File: config.mk
export PLATFORM = sky130hd
export DESIGN_NAME = json_string_escaper
export DESIGN_NICKNAME = d
export VERILOG_FILES = /design/src/rtl/jse_pkg.sv /design/src/rtl/json_string_escaper.sv /design/src/rtl/jse_decode.sv /design/src/rtl/jse_emit.sv
export SDC_FILE = /design/constraint.sdc
export NUM_CORES = 1
export LEC_CHECK = 0
export BUFFER_PORTS_ARGS = -buffer_cell sky130_fd_sc_hd__buf_2
export CORE_ASPECT_RATIO = 0.8
export CORE_MARGIN = 4
export CORE_UTILIZATION = 55
export DETAILED_ROUTE_END_ITERATION = 10
export HOLD_SLACK_MARGIN = 0.08
export PLACE_DENSITY_LB_ADDON = 0.12
export SLEW_MARGIN = 20
export SYNTH_ARGS = -nofsm -noshare
export SYNTH_HDL_FRONTEND = slang
export SYNTH_HIERARCHICAL = 1
export SYNTH_SLANG_ARGS = --single-unit
File: constraint.sdc
create_clock -name i_clk -period 6.45 [get_ports i_clk]
set_input_delay 0.3225 -clock i_clk [delete_from_list [all_inputs] [get_ports i_clk]]
set_output_delay 0.3225 -clock i_clk [all_outputs]
set_load 0.1 [all_outputs]
File: src/rtl/jse_pkg.sv
// Shared types, character codes and helpers for the JSON string escaper.
// No dependencies; imported by jse_decode, jse_emit, json_string_escaper and the testbench.
`default_nettype none

package jse_pkg;

    // Longest escape burst: backslash, 'u' and six hex digits
    localparam int unsigned BURST_MAX   = 8;
    localparam int unsigned BURST_IDX_W = $clog2(BURST_MAX);
    localparam int unsigned CODE_W      = 21;

    // Characters that get a backslash in front of themselves
    localparam logic [7:0] CH_QUOTE   = 8'h22;
    localparam logic [7:0] CH_APOS    = 8'h27;
    localparam logic [7:0] CH_BSLASH  = 8'h5C;
    localparam logic [7:0] CH_SLASH   = 8'h2F;

    // Control characters with short escapes, and their letters
    localparam logic [7:0] CH_BS      = 8'h08;
    localparam logic [7:0] CH_FF      = 8'h0C;
    localparam logic [7:0] CH_LF      = 8'h0A;
    localparam logic [7:0] CH_CR      = 8'h0D;
    localparam logic [7:0] CH_TAB     = 8'h09;
    localparam logic [7:0] CH_LOW_B   = 8'h62;
    localparam logic [7:0] CH_LOW_F   = 8'h66;
    localparam logic [7:0] CH_LOW_N   = 8'h6E;
    localparam logic [7:0] CH_LOW_R   = 8'h72;
    localparam logic [7:0] CH_LOW_T   = 8'h74;
    localparam logic [7:0] CH_LOW_U   = 8'h75;

    // UTF-8 lead byte limits
    localparam logic [7:0] LEAD_TWO   = 8'h80;
    localparam logic [7:0] LEAD_THREE = 8'hE0;
    localparam logic [7:0] LEAD_FOUR  = 8'hF0;
    localparam logic [7:0] LEAD_BAD   = 8'hF8;

    // Printable range written as the raw lead byte
    localparam logic [CODE_W-1:0] CODE_PRINT_LO = 21'h20;
    localparam logic [CODE_W-1:0] CODE_PRINT_HI = 21'h80;
    localparam logic [CODE_W-1:0] CODE_FOUR_MAX = 21'h0FFFF;
    localparam logic [CODE_W-1:0] CODE_FIVE_MAX = 21'hFFFFF;

    // One request's worth of output characters, ch[0] goes out first
    typedef struct packed {
        logic [BURST_MAX-1:0][7:0] ch;
        logic [BURST_IDX_W-1:0]    last_idx;
    } t_burst;

    // Lowercase hex digit
    function automatic logic [7:0] hex_char(input logic [3:0] nib);
        logic [7:0] ext;
        ext = {4'h0, nib};
        return (nib < 4'd10) ? (8'h30 + ext) : (8'h57 + ext);
    endfunction

endpackage

`default_nettype wire

File: src/rtl/json_string_escaper.sv
// JSON string escaper: input register, then result register, then the output characters.
// Throughput is one byte per cycle while each byte gives at most one character and the receiver
// is ready; a byte that gives n characters (2, 6, 7 or 8) holds the result register until the
// one-character output port has sent them all. Bytes that do not close a UTF-8 sequence
// give nothing and pass at one per cycle. Synchronous active-low reset empties both registers
// and clears the decode state. Depends on jse_pkg, jse_decode and jse_emit.
`default_nettype none

module json_string_escaper
    import jse_pkg::*;
(
    input  wire logic       i_clk,
    input  wire logic       i_rst_n,
    input  wire logic       s_axis_tvalid,
    output logic            s_axis_tready,
    input  wire logic [7:0] s_axis_tdata,   // [7:0] in_byte
    input  wire logic       s_axis_tlast,   // end_of_string
    output logic            m_axis_tvalid,
    input  wire logic       m_axis_tready,
    output logic [7:0]      m_axis_tdata,   // [7:0] out_char
    output logic            m_axis_tlast    // run_last
);

    logic   load_ok;
    logic   push;
    t_burst burst;

    jse_decode u_decode (
        .i_clk         (i_clk),
        .i_rst_n       (i_rst_n),
        .s_axis_tvalid (s_axis_tvalid),
        .s_axis_tready (s_axis_tready),
        .s_axis_tdata  (s_axis_tdata),
        .s_axis_tlast  (s_axis_tlast),
        .i_load_ok     (load_ok),
        .o_push        (push),
        .o_burst       (burst)
    );

    jse_emit u_emit (
        .i_clk         (i_clk),
        .i_rst_n       (i_rst_n),
        .i_push        (push),
        .i_burst       (burst),
        .o_load_ok     (load_ok),
        .m_axis_tvalid (m_axis_tvalid),
        .m_axis_tready (m_axis_tready),
        .m_axis_tdata  (m_axis_tdata),
        .m_axis_tlast  (m_axis_tlast)
    );

endmodule

`default_nettype wire

File: src/rtl/jse_decode.sv
// Input register, UTF-8 decode state and escape formatting for the escaper.
// Depends on jse_pkg; feeds a whole burst of characters to jse_emit.
`default_nettype none

module jse_decode
    import jse_pkg::*;
(
    input  wire logic       i_clk,
    input  wire logic       i_rst_n,
    input  wire logic       s_axis_tvalid,
    output logic            s_axis_tready,
    input  wire logic [7:0] s_axis_tdata,   // [7:0] in_byte
    input  wire logic       s_axis_tlast,   // end_of_string
    input  wire logic       i_load_ok,
    output logic            o_push,
    output t_burst          o_burst
);

    // Input register
    logic       r_valid;
    logic [7:0] r_byte;
    logic       r_eos;

    // Decode state
    logic [1:0]        r_rem;
    logic [CODE_W-1:0] r_acc;
    logic [7:0]        r_lead;
    logic [1:0]        n_rem;
    logic [CODE_W-1:0] n_acc;
    logic [7:0]        n_lead;

    logic   has_out;
    logic   adv;
    t_burst burst;

    // Decode one byte into a burst and the next state
    always_comb begin
        logic [CODE_W-1:0] code;
        logic [7:0]        lead;
        logic              finish;
        logic [7:0]        esc;
        logic              is_esc;
        logic [23:0]       shifted;
        logic [2:0]        nd;

        code    = '0;
        lead    = r_lead;
        finish  = 1'b0;
        esc     = '0;
        is_esc  = 1'b0;
        n_rem   = r_rem;
        n_acc   = r_acc;
        n_lead  = r_lead;
        burst   = '0;
        has_out = 1'b0;
        shifted = '0;
        nd      = 3'd4;

        if (r_rem != 2'd0) begin
            // continuation byte, taken without any check
            code   = {r_acc[CODE_W-7:0], r_byte[5:0]};
            n_rem  = r_rem - 2'd1;
            n_acc  = code;
            finish = (r_rem == 2'd1) || r_eos;
        end else begin
            case (r_byte)
                CH_QUOTE, CH_APOS, CH_BSLASH, CH_SLASH: begin
                    is_esc = 1'b1;
                    esc    = r_byte;
                end
                CH_BS:  begin is_esc = 1'b1; esc = CH_LOW_B; end
                CH_FF:  begin is_esc = 1'b1; esc = CH_LOW_F; end
                CH_LF:  begin is_esc = 1'b1; esc = CH_LOW_N; end
                CH_CR:  begin is_esc = 1'b1; esc = CH_LOW_R; end
                CH_TAB: begin is_esc = 1'b1; esc = CH_LOW_T; end
                default: begin
                    lead   = r_byte;
                    n_lead = r_byte;
                    if (r_byte < LEAD_TWO) begin
                        code  = {13'd0, r_byte};
                        n_rem = 2'd0;
                    end else if (r_byte < LEAD_THREE) begin
                        code  = {16'd0, r_byte[4:0]};
                        n_rem = 2'd1;
                    end else if (r_byte < LEAD_FOUR) begin
                        code  = {17'd0, r_byte[3:0]};
                        n_rem = 2'd2;
                    end else if (r_byte < LEAD_BAD) begin
                        code  = {18'd0, r_byte[2:0]};
                        n_rem = 2'd3;
                    end else begin
                        code  = '0;
                        n_rem = 2'd0;
                    end
                    n_acc  = code;
                    finish = (n_rem == 2'd0) || r_eos;
                end
            endcase
        end

        if (is_esc) begin
            has_out        = 1'b1;
            burst.ch[0]    = CH_BSLASH;
            burst.ch[1]    = esc;
            burst.last_idx = BURST_IDX_W'(1);
        end else if (finish) begin
            has_out = 1'b1;
            if (code < CODE_PRINT_LO || code >= CODE_PRINT_HI) begin
                // \u and four to six hex digits, most significant first
                if (code > CODE_FIVE_MAX) begin
                    nd = 3'd6;
                end else if (code > CODE_FOUR_MAX) begin
                    nd = 3'd5;
                end
                case (nd)
                    3'd6:    shifted = {3'd0, code};
                    3'd5:    shifted = {code[19:0], 4'd0};
                    default: shifted = {code[15:0], 8'd0};
                endcase
                burst.ch[0] = CH_BSLASH;
                burst.ch[1] = CH_LOW_U;
                for (int j = 0; j < 6; j++) begin
                    burst.ch[2 + j] = hex_char(shifted[23 - 4*j -: 4]);
                end
                burst.last_idx = BURST_IDX_W'(nd + 3'd1);
            end else begin
                // printable code: the raw lead byte
                burst.ch[0]    = lead;
                burst.last_idx = '0;
            end
            n_rem  = '0;
            n_acc  = '0;
            n_lead = '0;
        end

        // end of string always clears the sequence
        if (r_eos) begin
            n_rem  = '0;
            n_acc  = '0;
            n_lead = '0;
        end
    end

    // Handshake: a byte with no output never waits for the emit stage
    assign adv           = r_valid && (!has_out || i_load_ok);
    assign s_axis_tready = !r_valid || adv;
    assign o_push        = adv && has_out;
    assign o_burst       = burst;

    // Input register
    always_ff @(posedge i_clk) begin
        if (!i_rst_n) begin
            r_valid <= 1'b0;
        end else if (s_axis_tready) begin
            r_valid <= s_axis_tvalid;
        end
    end

    always_ff @(posedge i_clk) begin
        if (s_axis_tready && s_axis_tvalid) begin
            r_byte <= s_axis_tdata;
            r_eos  <= s_axis_tlast;
        end
    end

    // Decode state
    always_ff @(posedge i_clk) begin
        if (!i_rst_n) begin
            r_rem  <= '0;
            r_acc  <= '0;
            r_lead <= '0;
        end else if (adv) begin
            r_rem  <= n_rem;
            r_acc  <= n_acc;
            r_lead <= n_lead;
        end
    end

    // A string end leaves no open sequence behind
    a_eos_clears: assert property (@(posedge i_clk) disable iff (!i_rst_n)
        (adv && r_eos) |=> (r_rem == 2'd0 && r_acc == '0 && r_lead == '0))
        else $error("decode state not cleared after end of string");

    // Only a byte that leaves the input register produces a burst
    a_push_adv: assert property (@(posedge i_clk) disable iff (!i_rst_n)
        o_push |-> (r_valid && i_load_ok))
        else $error("burst pushed without a free emit stage");

    // A continuation byte never yields a two-character escape
    a_cont_no_short: assert property (@(posedge i_clk) disable iff (!i_rst_n)
        (o_push && r_rem != 2'd0) |-> (o_burst.last_idx != BURST_IDX_W'(1)))
        else $error("short escape inside a UTF-8 sequence");

endmodule

`default_nettype wire

File: src/rtl/jse_emit.sv
// Result register that holds one burst and sends it out a character at a time.
// Depends on jse_pkg; loaded by jse_decode.
`default_nettype none

module jse_emit
    import jse_pkg::*;
(
    input  wire logic       i_clk,
    input  wire logic       i_rst_n,
    input  wire logic       i_push,
    input  wire t_burst     i_burst,
    output logic            o_load_ok,
    output logic            m_axis_tvalid,
    input  wire logic       m_axis_tready,
    output logic [7:0]      m_axis_tdata,   // [7:0] out_char
    output logic            m_axis_tlast    // run_last
);

    logic                         r_busy;
    logic [BURST_MAX-1:0][7:0]    r_ch;
    logic [BURST_IDX_W-1:0]       r_last_idx;
    logic [BURST_IDX_W-1:0]       r_idx;
    logic                         at_last;
    logic                         take;

    assign at_last       = (r_idx == r_last_idx);
    assign take          = r_busy && m_axis_tready;
    assign o_load_ok     = !r_busy || (take && at_last);
    assign m_axis_tvalid = r_busy;
    assign m_axis_tdata  = r_ch[r_idx];
    assign m_axis_tlast  = at_last;

    // Burst occupancy and character pointer
    always_ff @(posedge i_clk) begin
        if (!i_rst_n) begin
            r_busy <= 1'b0;
            r_idx  <= '0;
        end else if (i_push) begin
            r_busy <= 1'b1;
            r_idx  <= '0;
        end else if (take) begin
            if (at_last) begin
                r_busy <= 1'b0;
            end else begin
                r_idx <= r_idx + BURST_IDX_W'(1);
            end
        end
    end

    always_ff @(posedge i_clk) begin
        if (i_push) begin
            r_ch       <= i_burst.ch;
            r_last_idx <= i_burst.last_idx;
        end
    end

    // Pointer never runs past the end of its burst
    a_idx_range: assert property (@(posedge i_clk) disable iff (!i_rst_n)
        r_busy |-> (r_idx <= r_last_idx))
        else $error("character pointer beyond burst end");

    // Every multi-character burst is an escape
    a_esc_head: assert property (@(posedge i_clk) disable iff (!i_rst_n)
        (r_busy && r_idx == '0 && r_last_idx != '0) |-> (m_axis_tdata == CH_BSLASH))
        else $error("multi-character burst without leading backslash");

    // A new burst is only loaded into a free register
    a_load_free: assert property (@(posedge i_clk) disable iff (!i_rst_n)
        i_push |-> o_load_ok)
        else $error("burst loaded over unsent characters");

endmodule

`default_nettype wire

==> results of run 1 <==
==> final timing paths <==
kind	end
max	u_emit/r_ch[41]$_DFFE_PP_
min	u_decode/r_byte[2]$_DFFE_PP_
max reg2reg	u_emit/r_ch[41]$_DFFE_PP_
min reg2reg	u_decode/r_lead[3]$_SDFFE_PN0P_
==> cell families (layout without fill, tap and decap cells) <==
logic type,after synthesis,count (layout),synth area share
other cells,1,7,0.000613
mux,32,32,0.0964
flops,106,106,0.471
compound gates,163,163,0.189
xor+xnor,12,12,0.0172
buf+inv,68,67,0.0579
fa+ha+maj,7,7,0.0143
simple gates,181,181,0.153
==> flip-flops by register name (all words and copies together) (netlist names) <==
signal,cells
u_emit/r_idx,3
u_decode/r_valid,1
u_decode/r_lead,8
u_emit/m_axis_tvalid,1
u_emit/r_last_idx,3
u_decode/r_byte,8
u_decode/r_acc,15
u_decode/r_eos,1
u_emit/r_ch,64
u_decode/r_rem,2
==> Yosys cell counts (10+ instances only) <==
cell	n
a21oi_1	32
a22o_1	11
buf_2	15
clkbuf_1	13
dfxtp_1	30
edfxtp_1	76
inv_1	21
mux4_1	15
nand2_1	53
nand3_1	12
nor2_1	50
nor2b_1	11
nor3_1	10
o21ai_0	28
==> worst max-delay path: cells and delay by family, from the launching register on <==
| family | cells | cell delay, ns |
|---|---|---|
| compound gates | 2 | 0.77 |
| xor+xnor | 1 | 0.25 |
| buf+inv | 1 | 0.63 |
| flops | 1 | 1.05 |
| simple gates | 3 | 0.74 |
==> metrics by stage <==
stage | utilization | worst slack [ns] | instance area, sq um
6_report | 0.600 | 2.63 | 6510
4_1_cts | 0.600 | 2.60 | 6510
3_5_place_dp | 0.573 | 2.63 | 6220
2_1_floorplan | - | 0.752 | 6140
3_3_place_gp | 0.573 | 2.77 | 6220
5_1_grt | 0.600 | 2.32 | 6510
==> routing by layer <==
layer | vias up | GRT usage | routed length (microns)
li1 | 2143 | - | -
met1 | 2184 | 0.347 | 6780
met2 | 207 | 0.356 | 6600
met3 | 13 | 0.0381 | 1010
met4 | 0 | 0.0544 | 163
met5 | - | 0 | 0
==> layout make-up <==
cell class | instances | area [sq um] | share of cell area
Multi-Input combinational cell | 402 | 2910 | 0.447
Sequential cell | 106 | 2880 | 0.443
Clock buffer | 10 | 239 | 0.0367
Tap cell | 144 | 180 | 0.0277
Timing Repair Buffer | 27 | 145 | 0.0223
Inverter | 24 | 95.1 | 0.0146
Clock inverter | 6 | 58.8 | 0.00903
==> power breakdown <==
group / internal (mW) / switching [mW] / total, mW
Combinational: 0.0581 / 0.135 / 0.193
Clock: 0.281 / 0.257 / 0.537
Sequential: 0.767 / 0.0279 / 0.795
==> flow_summary_export.csv, run 1 <==
group,metric,value,unit
critical_path,r2r_start,"u_emit/r_idx[0]$_SDFFE_PP0P_",
hold_path,hold_path.class,"input pin to register",
floorplan,start_util,0.564,
sta,rsz0062_at_grt,"false",
global_route,antenna_found_initial,0,
logic_synthesis,synth_cells,570,
logic_synthesis,ys_types,88,
critical_path,cp-end-kind,"register",
logic_synthesis,synth_ff_type,"edfxtp_1",
clock_network,cts_setup_buffers,0,
clock_network,cts.hold.buffers_added,0,
sta,maxSlewHeadroom,0.270,
logic_synthesis,async_flop_share,0,
sta,whs,0.145,ns
floorplan,core,0.0108,sq mm
global_route,first_global_vias,4094,
critical_path,worstPathRequired,6.44,ns
clock_network,clockBufferDepth,2,
layout,drive_gt1_frac,0.144,
power_and_ir_drop,p_total,1.53,mW
critical_path,cp-start-kind,"register",
logic_synthesis,yosysSeqAreaShare,0.471,
logic_synthesis,synth-edff-count,76,
floorplan,die-area,0.0129,sq mm
clock_network,clk_pin_slew_worst_paths,0.07,ns
routing,drt-vias-per-instance,6.32,
routing,dr_total_vias,4547,
clock_network,clock_sinks,106,
layout,final_common_cell,"edfxtp_1",
hold_path,min_from,"s_axis_tdata[2]",
routing,ant_nets,0,
hold_path,whs_path_depth,1,
sta,fin_tns_setup,0,ns
sta,setup_viol,0,
global_route,grt_usage,0.232,
critical_path,cp.arrival,3.80,ns
clock_network,cts_max_level,3,
layout,synthToLayoutAreaGrowth,6.51,%
floorplan,rows,34,
logic_synthesis,synth_area_leaders,"edfxtp_1, dfxtp_1, mux4_1",
routing,wl_per_cell,20.3,microns
sta,hold_viol_final,0,
logic_synthesis,yosysTopAreaCellShare,0.373,
power_and_ir_drop,p_leak,2.26,nW
power_and_ir_drop,p_per_area,234,mW/mm^2
critical_path,path_max_fanout,49,
sta,fin_crit_sh,0.591,
floorplan,io_pins,24,
placement,hpwl,10200,microns
sta,final.setup_skew,0.00679,ns
logic_synthesis,synth_top_cell_by_area,"edfxtp_1",
clock_network,cts_buffers,9,
sta,worstMarginPinSlew,1.09,ns
layout,nets,590,
clock_network,cts-resized-gates,0,
critical_path,crit_path_start,"u_emit/r_idx[0]$_SDFFE_PP0P_",
clock_network,cts_tree,"done",
logic_synthesis,ys_warn_count,6,
critical_path,reg2reg_slack,2.63,ns
critical_path,crit_type,"register to register",
critical_path,crit_chain,"xnor2_1, nand4_1, nand2_1, a311oi_1, nand2b_1, a21oi_4, buf_4",
critical_path,slowest_stage,"dfxtp_1",
clock_network,clk_latency,0.35,ns
placement,routabilityCongestion,0.892,
run_status,status,"finished, final reports clean",
layout,n_antenna_cell,0,
global_route,grt_overflow_total,0,
routing,drcViolationCount,0,
logic_synthesis,ys_ff_latch,106,
routing,drt-total-wl,14600,microns
global_route,grt_max_degree,50,
critical_path,r2r.worst_path.cells,7,
routing,firstDrtPassIters,6,
logic_synthesis,synth.avg_cell_area,10.7,sq um
floorplan,die_h,102,microns
layout,layoutNonFillerInstCount,719,
placement,io_buffers,23,
sta,maxSlewViolCount,0,
sta,timing.fmax,262,MHz
power_and_ir_drop,ir_drop,0.000160,V
layout,fill_cells,877,
logic_synthesis,synth_area,0.00612,sq mm
run,cap_violations,0,
clock_network,cts_root_buf,"clkbuf_16",
layout,most-common-layout-cells,"edfxtp_1, nand2_1, nor2_1, a21oi_1, dfxtp_1",
floorplan,dieWidth,126,microns
routing,drtIter0Drc,469,
global_route,grt_pass1_wl,23100,microns
critical_path,critPathMaxStageDelay,1.05,ns
sta,finalCriticalPeriod,3.82,ns
placement,dp.cells,703,
Note: power is estimated with default switching activity, not from simulation.
==> inputs of run 2 (changes only) <==
- ABC_AREA: default -> 1
- clock period: 6.45 -> 3.13 ns (I/O delays scaled with it)
==> run 2 against run 1 <==
Cell count rose by 43%; clock skew barely moved; count of clock-buffer cells in the layout did not move; power rose by 140%; largest power group unchanged.
==> flow_summary_export.csv, run 2 <==
group,metric,value,unit
critical_path,cp_common_cell,"inv_1",
global_route,grt_usage,0.252,
logic_synthesis,ys_ff_latch,106,
layout,top_regs,"u_emit/r_ch: 64 flops, u_decode/r_acc: 15 flops",
sta,maxSlewViolCount,0,
critical_path,critPathMaxStageDelay,0.59,ns
floorplan,start_util,0.564,
clock_network,clk_latency,0.35,ns
logic_synthesis,synthTopCellsByCount,"nand2_1, nor2_1, inv_1, edfxtp_1, o21ai_0",
logic_synthesis,synth_top_cell_by_area,"edfxtp_1",
global_route,grt_pass1_wl,27400,microns
clock_network,cts_buffers,9,
sta,hold_viol_final,0,
routing,drtIter0Drc,624,
clock_network,cts_tree,"done",
critical_path,critical-path-top-delay-family,"simple AND/OR/NAND/NOR gates",
hold_path,whs_path_depth,3,
layout,drive_gt1_frac,0.130,
placement,routabilityCongestion,1.07,
sta,finalCriticalPeriod,3.00,ns
routing,drt-vias-per-instance,5.50,
logic_synthesis,yosysTopAreaCellShare,0.350,
critical_path,cp.arrival,3.11,ns
critical_path,worstPathRequired,3.24,ns
clock_network,cts_max_level,3,
routing,wl_per_cell,16.1,microns
critical_path,crit_chain,"nand2_2, inv_1, nand4_1, nand2_1, nor2_4, nand2_8, nand2_8, nand3_1, o22ai_1, inv_1, ha_1, inv_1, xor2_1, nand3_1, nand2_1, inv_1",
logic_synthesis,synth_area,0.00652,sq mm
sta,whs,0.146,ns
sta,timing.fmax,333,MHz
floorplan,die_h,105,microns
sta,fin_tns_setup,0,ns
layout,nets,892,
global_route,grt_max_degree,70,
logic_synthesis,synth_cells,855,
critical_path,crit_type,"register to register",
power_and_ir_drop,p_per_area,531,mW/mm^2
routing,ant_nets,0,
global_route,antenna_found_initial,0,
run_status,status,"finished, final reports clean",
critical_path,r2r-end,"u_emit/r_ch[50]$_DFFE_PP_",
placement,hpwl,11700,microns
clock_network,cts_root_buf,"clkbuf_16",
floorplan,io_pins,24,
clock_network,clockBufferDepth,2,
critical_path,slowest_stage,"edfxtp_1",
sta,worstMarginPinSlew,0.647,ns
logic_synthesis,synth_area_leaders,"edfxtp_1, nand2_1, dfxtp_1",
power_and_ir_drop,ir_drop,0.000306,V
hold_path,min_from,"i_rst_n",
critical_path,cp-start-kind,"register",
logic_synthesis,synth.avg_cell_area,7.62,sq um
routing,dr_total_vias,5636,
layout,final_common_cell,"nand2_1",
critical_path,cp-end-kind,"register",
layout,n_antenna_cell,0,
run,cap_violations,0,
floorplan,core,0.0116,sq mm
hold_path,hold_path.class,"input pin to register",
logic_synthesis,async_flop_share,0,
layout,synthToLayoutAreaGrowth,7.79,%
critical_path,path_max_fanout,23,
floorplan,rows,35,
critical_path,r2r_start,"u_decode/r_byte[2]$_DFFE_PP_",
sta,setup_viol,0,
routing,drt-total-wl,16500,microns
clock_network,clk_pin_slew_worst_paths,0.07,ns
sta,maxSlewHeadroom,0.564,
critical_path,r2r.worst_path.cells,16,
logic_synthesis,synth-edff-count,76,
logic_synthesis,yosysSeqAreaShare,0.442,
logic_synthesis,ys_types,50,
sta,rsz0062_at_grt,"false",
layout,most-common-layout-cells,"nand2_1, nor2_1, inv_1, edfxtp_1, o21ai_0",
logic_synthesis,ys_warn_count,6,
hold_path,hold_path_end,"u_decode/r_acc[0]$_SDFFE_PN0P_",
sta,final.setup_skew,0.00654,ns
global_route,grt_overflow_total,0,
routing,firstDrtPassIters,6,
layout,top_register,"u_emit/r_ch",
clock_network,clock_sinks,106,
floorplan,dieWidth,130,microns
sta,fin_crit_sh,0.958,
floorplan,die-area,0.0137,sq mm
routing,drcViolationCount,0,
logic_synthesis,yosysMostFrequentCell,"nand2_1",
logic_synthesis,synth_ff_type,"edfxtp_1",
global_route,first_global_vias,5503,
placement,io_buffers,23,
critical_path,reg2reg_slack,0.13,ns
critical_path,crit_buf_inv,4,
layout,largest_reg_flops,64,
power_and_ir_drop,p_leak,3.13,nW
## run 2: changes by cell type in the layout (fill, tap and decap cells not counted), sizes merged, moves of 7 or more
cell,delta
dlygate4sd3,+10
nand2,+206
mux2,-10
nand3,+10
a22o,-11
and2,-7
inv,+80
a21boi,-9
nor2b,-11
nor2,+97
and3,-7
o21ai,+44
mux4,-16
## run 2: worst reg2reg max path, cell delays in order (launching register included)
cell	delay [ns]
edfxtp_1	0.59
nand2_2	0.17
inv_1	0.07
nand4_1	0.14
nand2_1	0.12
nor2_4	0.19
nand2_8	0.12
nand2_8	0.17
nand3_1	0.21
o22ai_1	0.23
inv_1	0.12
ha_1	0.19
inv_1	0.09
xor2_1	0.15
nand3_1	0.09
nand2_1	0.07
inv_1	0.03
## run 2: power breakdown
group	leakage (nW)	internal [mW]	switching [mW]	total (mW)
registers	0.952	1.65	0.0547	1.70
clock network	0.138	0.622	0.508	1.13
logic	2.04	0.237	0.660	0.897
## run 2: final cells by class
cell class / instances / area [sq um]
Fill cell: 1043 / 4530
Inverter: 107 / 415
Clock inverter: 6 / 65.1
Clock buffer: 10 / 229
Timing Repair Buffer: 41 / 288
Sequential cell: 106 / 2880
Tap cell: 148 / 185
Multi-Input combinational cell: 607 / 2960
## run 2: through the flow
stage / setup WS (ns) / cells / total power, mW / utilization / area (sq um)
floorplan: 0.000187 / 861 / 2.42 / - / 6560
global placement: 0.314 / 999 / 2.58 / 0.574 / 6630
detailed placement: 0.236 / 999 / 2.61 / 0.574 / 6630
CTS: 0.227 / 1025 / 3.75 / 0.608 / 7030
global route: 0.00977 / 1025 / 3.93 / 0.608 / 7030
finish: 0.131 / 1025 / 3.73 / 0.608 / 7030
## run 2: worst max-delay path by stage
stage	start	end	slack [ns]	cells past startpoint
floorplan	u_decode/r_byte[3]$_DFFE_PP_	u_emit/r_ch[0]$_DFFE_PP_	0.0002	17
global placement	u_decode/r_byte[3]$_DFFE_PP_	u_emit/r_ch[50]$_DFFE_PP_	0.31	18
detailed placement	u_decode/r_byte[2]$_DFFE_PP_	u_emit/r_ch[50]$_DFFE_PP_	0.24	16
CTS	u_decode/r_byte[3]$_DFFE_PP_	u_emit/r_ch[50]$_DFFE_PP_	0.23	18
global route	u_decode/r_byte[2]$_DFFE_PP_	u_emit/r_ch[50]$_DFFE_PP_	0.01	17
finish	u_decode/r_byte[2]$_DFFE_PP_	u_emit/r_ch[50]$_DFFE_PP_	0.13	16
## run 2: kinds of logic (layout without fill, tap and decap cells)
family                     Yosys count  after routing  synth area share
AOI/OAI and AO/OA                  139            139             0.119
buffers and inverters              148            164             0.109
and+or+nand+nor                    449            449             0.306
other                                1              7          0.000575
DFF                                106            106             0.442
xor gates and xnor gates             5              5           0.00960
adders and majority gates            7              7            0.0134
## run 2: timing repair
action	4_1_cts	5_1_grt
hold buffers	10	0
endpoints found under the hold margin	10	0
resized for setup	0	0
setup buffers	0	0
## run 2: layer usage
metal / vias up / track usage / routed length, microns
li1: 2766 / - / -
met1: 2581 / 0.352 / 7390
met2: 243 / 0.396 / 7540
met3: 46 / 0.0446 / 1080
met4: 0 / 0.0898 / 436
met5: - / 0 / 0
